`config.mk`:
```
export PLATFORM = sky130hd
export DESIGN_NAME = strobe_nibble_command_responder
export DESIGN_NICKNAME = d
export VERILOG_FILES = /design/src/sncr_pkg.sv /design/src/strobe_nibble_command_responder.sv
export SDC_FILE = /design/constraint.sdc
export NUM_CORES = 1
export LEC_CHECK = 0
export ABC_AREA = 1
export BUFFER_PORTS_ARGS = -buffer_cell sky130_fd_sc_hd__buf_2
export CELL_PAD_IN_SITES_DETAIL_PLACEMENT = 1
export CELL_PAD_IN_SITES_GLOBAL_PLACEMENT = 1
export CORE_MARGIN = 8
export CORE_UTILIZATION = 48
export DETAILED_ROUTE_END_ITERATION = 8
export PLACE_DENSITY = 0.88
export SKIP_LAST_GASP = 1
export SYNTH_ARGS = -nofsm -noshare
export SYNTH_HDL_FRONTEND = slang
export SYNTH_SLANG_ARGS = --single-unit
```
`constraint.sdc`:
```
create_clock -name clk_i -period 5.2 [get_ports clk_i]
set_input_delay 0.52 -clock clk_i [delete_from_list [all_inputs] [get_ports clk_i]]
set_output_delay 0.52 -clock clk_i [all_outputs]
set_load 0.05 [all_outputs]
```
`src/sncr_pkg.sv`:
```
`default_nettype none
package sncr_pkg;

  localparam int ResultBitsDef  = 10;
  localparam int NibblesSentDef = 3;

  localparam int CfgIdxW   = 3;
  localparam int RegW      = 8;
  localparam int NibW      = 4;
  localparam int SampleW   = 10;
  localparam int NibIdxW   = 2;
  localparam int PhaseW    = 3;

  localparam logic [CfgIdxW-1:0] RegSettleTicks  = 3'd0;
  localparam logic [CfgIdxW-1:0] RegWaitLimit    = 3'd1;
  localparam logic [CfgIdxW-1:0] RegHoldTicks    = 3'd2;
  localparam logic [CfgIdxW-1:0] RegLedThreshold = 3'd3;

  localparam logic [RegW-1:0] SettleTicksRst  = 8'd10;
  localparam logic [RegW-1:0] WaitLimitRst    = 8'd10;
  localparam logic [RegW-1:0] HoldTicksRst    = 8'd10;
  localparam logic [RegW-1:0] LedThresholdRst = 8'd127;

  localparam logic [NibW-1:0] CmdReset  = 4'h0;
  localparam logic [NibW-1:0] CmdPing   = 4'h1;
  localparam logic [NibW-1:0] CmdGet    = 4'h2;
  localparam logic [NibW-1:0] AckNibble = 4'hE;

  typedef struct packed {
    logic [NibW-1:0] data_out;
    logic            drive_enable;
    logic            led;
    logic            busy_res;
  } result_t;

endpackage
`default_nettype wire

```
`src/strobe_nibble_command_responder.sv`:
```
`default_nettype none
// Strobe/nibble command responder. Every input word is one sampled tick of the
// host strobe, the 4-bit bus and an optional converter sample; every accepted
// word yields exactly one output word with the bus drive, LED and busy state
// after that tick. A word is accepted each cycle (one per clock sustained) and
// its result appears in the output register on the next cycle; the tick state
// machine updates once per accepted word, and an unread result only stalls
// input when the output register is full and not being taken.
// Configuration writes are always accepted and must only be issued while idle.
module strobe_nibble_command_responder
  import sncr_pkg::*;
#(
  parameter int RESULT_BITS  = ResultBitsDef,
  parameter int NIBBLES_SENT = NibblesSentDef
) (
  input  wire logic               clk_i,
  input  wire logic               rst_ni,
  input  wire logic               in_valid_i,
  output      logic               in_ready_o,
  input  wire logic               strobe_req_i,
  input  wire logic [NibW-1:0]    data_in_i,
  input  wire logic               sample_valid_i,
  input  wire logic [SampleW-1:0] sample_value_i,
  output      logic               out_valid_o,
  input  wire logic               out_ready_i,
  output      logic [NibW-1:0]    data_out_o,
  output      logic               drive_enable_o,
  output      logic               led_o,
  output      logic               busy_res_o,
  input  wire logic               cfg_valid_i,
  output      logic               cfg_ready_o,
  input  wire logic [CfgIdxW-1:0] cfg_index_i,
  input  wire logic [RegW-1:0]    cfg_data_i
);

  localparam logic [PhaseW-1:0] PhIdle  = 3'd0;
  localparam logic [PhaseW-1:0] PhSettle = 3'd1;
  localparam logic [PhaseW-1:0] PhAck   = 3'd2;
  localparam logic [PhaseW-1:0] PhWait  = 3'd3;
  localparam logic [PhaseW-1:0] PhNhold = 3'd4;

  localparam int LedRsh = (RESULT_BITS >= 8) ? RESULT_BITS - 8 : 0;
  localparam int LedLsh = (RESULT_BITS < 8) ? 8 - RESULT_BITS : 0;
  localparam logic [NibIdxW-1:0] NibCount = NibIdxW'(NIBBLES_SENT);

  logic [RegW-1:0] settle_q, wait_lim_q, hold_q, led_thr_q;

  logic                   strobe_seen_q, strobe_seen_d;
  logic [NibW-1:0]        cmd_q, cmd_d;
  logic [PhaseW-1:0]      phase_q, phase_d;
  logic [RegW-1:0]        tick_q, tick_d;
  logic [NibIdxW-1:0]     nib_idx_q, nib_idx_d;
  logic [RESULT_BITS-1:0] shift_q, shift_d;
  logic                   strobe_snd_q, strobe_snd_d;
  logic [RESULT_BITS-1:0] held_q, held_d;
  logic [NibW-1:0]        nib_q, nib_d;
  logic                   drive_q, drive_d;

  logic           out_valid_q;
  result_t        res_q, res_d;
  logic           in_fire;
  logic [15:0]    held_ext;
  logic [RegW-1:0] upper;
  logic [RegW-1:0] tick_inc;
  logic [NibIdxW-1:0] idx_inc;

  assign in_ready_o  = !out_valid_q || out_ready_i;
  assign in_fire     = in_valid_i && in_ready_o;
  assign cfg_ready_o = 1'b1;

  always_ff @(posedge clk_i or negedge rst_ni) begin
    if (!rst_ni) begin
      settle_q  <= SettleTicksRst;
      wait_lim_q <= WaitLimitRst;
      hold_q    <= HoldTicksRst;
      led_thr_q <= LedThresholdRst;
    end else if (cfg_valid_i) begin
      unique case (cfg_index_i)
        RegSettleTicks:  settle_q   <= cfg_data_i;
        RegWaitLimit:    wait_lim_q <= cfg_data_i;
        RegHoldTicks:    hold_q     <= cfg_data_i;
        RegLedThreshold: led_thr_q  <= cfg_data_i;
        default: ;
      endcase
    end
  end

  always_comb begin
    held_d        = sample_valid_i ? RESULT_BITS'(sample_value_i) : held_q;
    strobe_seen_d = strobe_seen_q;
    cmd_d         = cmd_q;
    phase_d       = phase_q;
    tick_d        = tick_q;
    nib_idx_d     = nib_idx_q;
    shift_d       = shift_q;
    strobe_snd_d  = strobe_snd_q;
    nib_d         = nib_q;
    drive_d       = drive_q;
    tick_inc      = tick_q + 8'd1;
    idx_inc       = nib_idx_q + 2'd1;

    unique case (phase_q)
      PhSettle: begin
        if (tick_q <= 8'd1) begin
          tick_d        = 8'd0;
          cmd_d         = data_in_i;
          strobe_seen_d = 1'b1;
          phase_d       = PhIdle;
        end else begin
          tick_d = tick_q - 8'd1;
        end
      end
      PhAck: begin
        if (tick_q == 8'd0) begin
          drive_d = 1'b0;
          phase_d = PhIdle;
        end else begin
          tick_d = tick_q - 8'd1;
        end
      end
      PhWait: begin
        if (strobe_req_i != strobe_snd_q || tick_inc >= wait_lim_q) begin
          tick_d  = hold_q;
          phase_d = PhNhold;
        end else begin
          tick_d = tick_inc;
        end
      end
      PhNhold: begin
        if (tick_q == 8'd0) begin
          if (idx_inc >= NibCount) begin
            nib_idx_d = '0;
            drive_d   = 1'b0;
            phase_d   = PhIdle;
          end else begin
            nib_idx_d    = idx_inc;
            nib_d        = shift_q[NibW-1:0];
            shift_d      = shift_q >> NibW;
            strobe_snd_d = strobe_req_i;
            drive_d      = 1'b1;
            tick_d       = 8'd0;
            phase_d      = PhWait;
          end
        end else begin
          tick_d = tick_q - 8'd1;
        end
      end
      default: begin
        phase_d = PhIdle;
        if (strobe_req_i && !strobe_seen_q) begin
          if (settle_q == 8'd0) begin
            cmd_d         = data_in_i;
            strobe_seen_d = 1'b1;
          end else begin
            tick_d  = settle_q;
            phase_d = PhSettle;
          end
        end else if (!strobe_req_i && strobe_seen_q) begin
          strobe_seen_d = 1'b0;
          if (cmd_q == CmdReset || cmd_q == CmdPing) begin
            if (cmd_q == CmdReset) begin
              held_d = '0;
            end
            nib_d   = AckNibble;
            drive_d = 1'b1;
            tick_d  = hold_q;
            phase_d = PhAck;
          end else if (cmd_q == CmdGet) begin
            nib_idx_d    = '0;
            nib_d        = held_d[NibW-1:0];
            shift_d      = held_d >> NibW;
            strobe_snd_d = strobe_req_i;
            drive_d      = 1'b1;
            tick_d       = 8'd0;
            phase_d      = PhWait;
          end
        end
      end
    endcase

    held_ext          = 16'(held_d);
    upper             = RegW'((held_ext >> LedRsh) << LedLsh);
    res_d.data_out    = drive_d ? nib_d : '0;
    res_d.drive_enable = drive_d;
    res_d.led         = upper < led_thr_q;
    res_d.busy_res    = phase_d != PhIdle;
  end

  always_ff @(posedge clk_i or negedge rst_ni) begin
    if (!rst_ni) begin
      strobe_seen_q <= 1'b0;
      cmd_q         <= '0;
      phase_q       <= PhIdle;
      tick_q        <= '0;
      nib_idx_q     <= '0;
      shift_q       <= '0;
      strobe_snd_q  <= 1'b0;
      held_q        <= '0;
      nib_q         <= '0;
      drive_q       <= 1'b0;
      out_valid_q   <= 1'b0;
    end else begin
      if (in_fire) begin
        strobe_seen_q <= strobe_seen_d;
        cmd_q         <= cmd_d;
        phase_q       <= phase_d;
        tick_q        <= tick_d;
        nib_idx_q     <= nib_idx_d;
        shift_q       <= shift_d;
        strobe_snd_q  <= strobe_snd_d;
        held_q        <= held_d;
        nib_q         <= nib_d;
        drive_q       <= drive_d;
      end
      if (in_fire) begin
        out_valid_q <= 1'b1;
      end else if (out_ready_i) begin
        out_valid_q <= 1'b0;
      end
    end
  end

  always_ff @(posedge clk_i) begin
    if (in_fire) begin
      res_q <= res_d;
    end
  end

  assign out_valid_o    = out_valid_q;
  assign data_out_o     = res_q.data_out;
  assign drive_enable_o = res_q.drive_enable;
  assign led_o          = res_q.led;
  assign busy_res_o     = res_q.busy_res;

`ifndef SYNTHESIS
  a_drive_phase: assert property (@(posedge clk_i) disable iff (!rst_ni)
    drive_q |-> (phase_q == PhAck || phase_q == PhWait || phase_q == PhNhold))
    else $error("bus driven outside a response phase");

  a_idx_range: assert property (@(posedge clk_i) disable iff (!rst_ni)
    nib_idx_q < NibCount)
    else $error("nibble index past last nibble");

  a_fire_result: assert property (@(posedge clk_i) disable iff (!rst_ni)
    in_fire |=> (out_valid_o && (busy_res_o == (phase_q != PhIdle))
                 && (drive_enable_o == drive_q)))
    else $error("result word does not match updated state");

  a_quiet_bus: assert property (@(posedge clk_i) disable iff (!rst_ni)
    (out_valid_o && !drive_enable_o) |-> (data_out_o == '0))
    else $error("data nibble nonzero while bus released");
`endif

endmodule
`default_nettype wire

```
# ---- Yosys cells after proc, flatten, opt, wreduce, memory -nomap -nowiden
# Index checks and enable logic that the tools add are counted.
# Widths: inputs -> output; s select.
dict set report classes {
  n_addsub 3
  mul 0
  mux 75
  shifts 0
  n_eq_ne 19
  n_div 0
  bitwise 2
  n_lt_le_gt_ge 4
  reduce_logical 35
}
# operator count
set ops {}
lappend ops {{$mux 10} 12}
lappend ops {{$mux 8} 10}
lappend ops {{$mux 4} 9}
lappend ops {{$pmux 8 s4} 1}
lappend ops {{$mux 1} 20}
lappend ops {{$mux 2} 10}
lappend ops {{$pmux 10 s2} 1}
lappend ops {{$logic_not 8->1} 2}
lappend ops {{$pmux 4 s2} 2}
lappend ops {{$mux 3} 5}
lappend ops {{$eq 3x2->1 const B} 4}
lappend ops {{$pmux 3 s4} 1}
lappend ops {{$reduce_and 5->1} 2}
lappend ops {{$reduce_bool 2->1} 5}
lappend ops {{$add 8x1->8 const B} 1}
lappend ops {{$ge 8x8->1} 1}
lappend ops {{$le 8x1->1 const B} 1}
lappend ops {{$lt 8x8->1} 1}
lappend ops {{$ne 2x2->1 const B} 4}
lappend ops {{$reduce_and 2->1} 4}
lappend ops {{$reduce_and 8->1} 1}
lappend ops {{$sub 8x1->8 const B} 1}
lappend ops {{$reduce_and 7->1} 1}
lappend ops {{$reduce_bool 7->1} 1}
lappend ops {{26 further kinds} 38}
dict set report word_totals {
  input_bits 32
  output_inout_bits 10
  romBits 0
  ramBits 0
  mem_count 0
  latchBits 0
  regBits 84
}

# ---- Depth between registers and ports, before layout
dict set report depth {
  ltp_word 7
  mapped_depth 17
  depth_no_buf 16
}

# ---- Least setup slack after synthesis
# No wires, ideal clock.
dict set report synth_timing {
  path_type {flip-flop to flip-flop}
  start {register tick_q[0]}
  end {register res_q (netlist bit busy_res_o) (data pin)}
  path_stages_with_launch 15
  setup_slack_ns 2.751
  setup_time_ns 0.257
  arrival_ns 2.192
  required_time_ns 4.943
  period_less_slack_ns 2.449
  n_path_buf 0
  path_cell_list {dfrtp_1 ha_1 nand2_1 nor3_1 xor2_1 inv_1 ha_1 nand2_1 nor2_1 nor2_2 nand2_1 nand2_1 nand2_1 a21oi_1 nand2_1}
}
# item line
set synth_rtl {}
lappend synth_rtl {{start, declared} strobe_nibble_command_responder.sv:51} ;# logic [RegW-1:0] tick_q, tick_d;
lappend synth_rtl {{start signal, assigned} strobe_nibble_command_responder.sv:207} ;# tick_q <= tick_d;
lappend synth_rtl {{end signal, assigned} strobe_nibble_command_responder.sv:225} ;# res_q <= res_d;
lappend synth_rtl {{end, declared} strobe_nibble_command_responder.sv:60} ;# result_t res_q, res_d;

==> metrics.md <==
| Metric | Value |
|---|---|
| Number of library cell types mapped by synthesis | `between 40 and 50` |
| Die footprint | `roughly 0.013 mm²` |
| Seq/Total Area, Yosys | `a little over two fifths` |
| Most frequent cells in the layout | `nand2_1 (158), inv_1 (75), o21ai_0 (66)` |
| Post-Syn Nets | `roughly 670` |
| Crit start category | `flip-flop` |
| Min-Delay Path Class | `in -> async` |
| Max Clk Rate | `approximately 350 MHz` |
| Vias | `about 4300` |
| Final Util | `54.2%` |
| Bufs on Longest Clock Path | `2` |
| Gp weighted congestion | `roughly 0.86` |
| Share of layout cells above drive strength 1 | `15.8%` |
| Clock Latency Late Sink | `between 0.3 and 0.4 ns` |
| Critical Path End Type | `flip-flop` |
| Commonest non-fill, non-tap cell in the layout | `nand2_1` |
| Final Skew | `roughly 0.0087 ns` |
| IO Pins | `42` |
| Cell area after synthesis | `about 0.0048 mm²` |
| Dominant cell type by area after synthesis | `dfrtp_1` |
| Post-synth EDFFs | `7` |
| DP HPWL | `slightly above 10 mm` |
| # fillers | `1264` |
| Prevailing post-synth register cell | `dfrtp_1` |
| Critical path class | `reg -> reg` |
| Req. time, crit path | `between 5 and 6 ns` |
| Drt pass-1 iters | `5` |
| Post-synth top area share | `approximately 31%` |
| CTS resizes | `0` |
| Vias in the first global route | `4652` |
| CP arrival | `2.98 ns` |
| Routed Antenna Nets | `0` |
| Final hold vios | `0` |
| Clock Root Buffer | `clkbuf_8` |
| Status | `completed` |
| Crit path max fanout | `9` |
| Hold_buf cts | `0` |
| Core footprint | `a little under 0.01 mm²` |
| CTS tree | `yes` |
| Initial Utilization | `between 40% and 50%` |
| Total clock sinks | `80` |
| Seq cells post-synth | `80` |
| Fin nets | `between 700 and 800` |
| Total CTS buffers | `9` |
| DRC violations left | `0` |
| Period utilisation layout | `between 50 and 60%` |
| Gr ovfl total | `0` |
| Reg area | `0.00205 mm²` |
| Post-Synthesis Cells | `about 610` |
| Final setup TNS | `0 ns` |
| Area contributors post-synth | `dfrtp_1 (31%), nand2_1 (12%), dfstp_2 (7.1%), o21ai_0 (6.9%), inv_1 (5.9%)` |
| Pins Over Slew Limit | `0` |
| RSZ-0062 raised after global routing | `false` |
| First-pass GRT wire length | `roughly 23 mm` |
| Tmin final | `2.84 ns` |
| Power density over the cells | `between 500 and 600 mW/mm²` |
| Die Y | `roughly 120 µm` |
| I/O Buffers | `40` |
| Routed wire length | `roughly 14 mm` |
| FP Rows | `36` |
| Die width | `roughly 120 µm` |
| Initial DRC count | `between 150 and 200` |
| FFs w/ async S/R, synth | `between 90% and 100%` |
| Number of setup buffers added after CTS | `0` |
| Relative slew slack | `roughly 37%` |
| P&R area growth vs syn | `10.2%` |
| Reg clk slew, reported paths | `about 0.090 ns` |
| Vias per std cell | `about 5.4` |
| Pin count of the biggest net entering global routing | `74` |
| Avg Inst Size Synth | `between 7 and 8 µm²` |
| H-tree level count | `3` |
| Final setup vio count | `0` |
| Maximum vdd drop | `0.265 mV` |
| Max-cap violations | `0` |
| Leak pwr | `between 2 and 3 nW` |
| N_diodes | `0` |
| Initial antenna violation count | `0` |
| WL/cell | `roughly 17 µm` |
| Worst-margin pin slew | `roughly 0.95 ns` |
| Multi-input logic area | `approximately 0.0023 mm²` |
| Ys Warns | `0` |
| Total global-route track usage | `a little over a fifth` |
[cells in the mapped netlist (all sizes together) (2+ instances only)]
| cell | number |
|---|---|
| nor2 | 55 |
| a21oi | 18 |
| and3 | 4 |
| dfrtp | 60 |
| nor3 | 4 |
| nand2 | 165 |
| a31oi | 9 |
| ha | 21 |
| dfstp | 13 |
| o211ai | 4 |
| clkbuf | 7 |
| xor2 | 9 |
| a41oi | 4 |
| nand3 | 38 |
| o21bai | 3 |
| nand4 | 13 |
| o21ai | 73 |
| clkinv | 2 |
| edfxtp | 7 |
| mux2i | 7 |
| inv | 82 |
| buf | 9 |
| or2 | 2 |
[power breakdown]
group,internal [W],total [W],switching [W]
clock network,0.000232,0.000481,0.000248
logic,0.000467,0.00147,0.00100
registers,0.000852,0.00101,0.000153
[metrics by stage]
| step | instance area (µm²) | power (W) | worst slack [ns] | std cells | hold WS [ns] |
|---|---|---|---|---|---|
| after floorplan | 4810 | 0.00211 | 2.75 | 614 | 0.224 |
| after global placement | 5100 | 0.00237 | 2.53 | 774 | 0.458 |
| after detailed placement | 5100 | 0.00246 | 2.42 | 774 | 0.467 |
| after CTS | 5300 | 0.00296 | 2.39 | 790 | 0.395 |
| after global routing | 5300 | 0.00320 | 2.02 | 790 | 0.397 |
| final | 5300 | 0.00295 | 2.36 | 790 | 0.350 |
[flip-flops by register name (all words and copies together), names as in the netlist]
name            cells
led_o               1
strobe_snd_q        1
drive_q             1
shift_q             6
tick_q              8
busy_res_o          1
strobe_seen_q       1
nib_idx_q           2
settle_q            8
led_thr_q           8
phase_q             3
data_out_o          4
wait_lim_q          8
drive_enable_o      1
hold_q              8
nib_q               4
held_q             10
out_valid_o         1
cmd_q               4
[critical path, stage by stage, from the launching register on]
cell	delay [ns]
dfrtp_1	0.45
ha_1	0.22
nand2_1	0.10
nor3_1	0.23
xor2_1	0.18
inv_1	0.08
ha_1	0.28
nand2_1	0.09
nor2_1	0.06
nor2_2	0.27
nand2_1	0.26
nand2_1	0.12
nand2_1	0.07
a21oi_1	0.13
nand2_1	0.06
[metal layers]
layer	vias up	wire (µm)	track usage (%)
met4	0	365	8.47
met1	2071	6060	27.4
met5	-	0	0
li1	2076	-	-
met2	88	6690	36.6
met3	30	546	4.03
[cell families after synthesis]
family	after synthesis	share of synthesized area (%)
AO/OA/AOI/OAI	114	13.4
XOR/XNOR	10	1.82
adder cells (fa/ha/maj)	21	5.46
buffers and inverters	100	8.66
flip-flops	80	42.7
multiplexers	7	1.46
other	1	0.0779
AND/OR/NAND/NOR	281	26.4
[final cells by class]
type                    count  share of cell area, %
inverters                  84                   5.95
clock inverters             3                  0.401
multi-input cells         434                   44.2
clock buffers              13                   3.42
flip-flops and latches     80                   38.7
well taps                 133                   3.14
repair buffers             43                   4.20
[final timing paths]
check | startpoint | to | slack, ns | cells past startpoint
max | tick_q[0]$_DFFE_PN0P_ | busy_res_o$_DFFE_PP_ | 2.36 | 14
min | rst_ni | settle_q[2]$_DFFE_PN0P_ | 0.35 | 2
max reg2reg | tick_q[0]$_DFFE_PN0P_ | busy_res_o$_DFFE_PP_ | 2.36 | 14
min reg2reg | shift_q[4]$_DFFE_PN0P_ | shift_q[4]$_DFFE_PN0P_ | 0.49 | 2
max in group asynchronous | rst_ni | held_q[4]$_DFFE_PN0P_ | 4.21 | 2
min in group clk_i | data_in_i[2] | cmd_q[2]$_DFFE_PN0P_ | 0.40 | 3
Note: power is estimated with default switching activity, not from simulation.
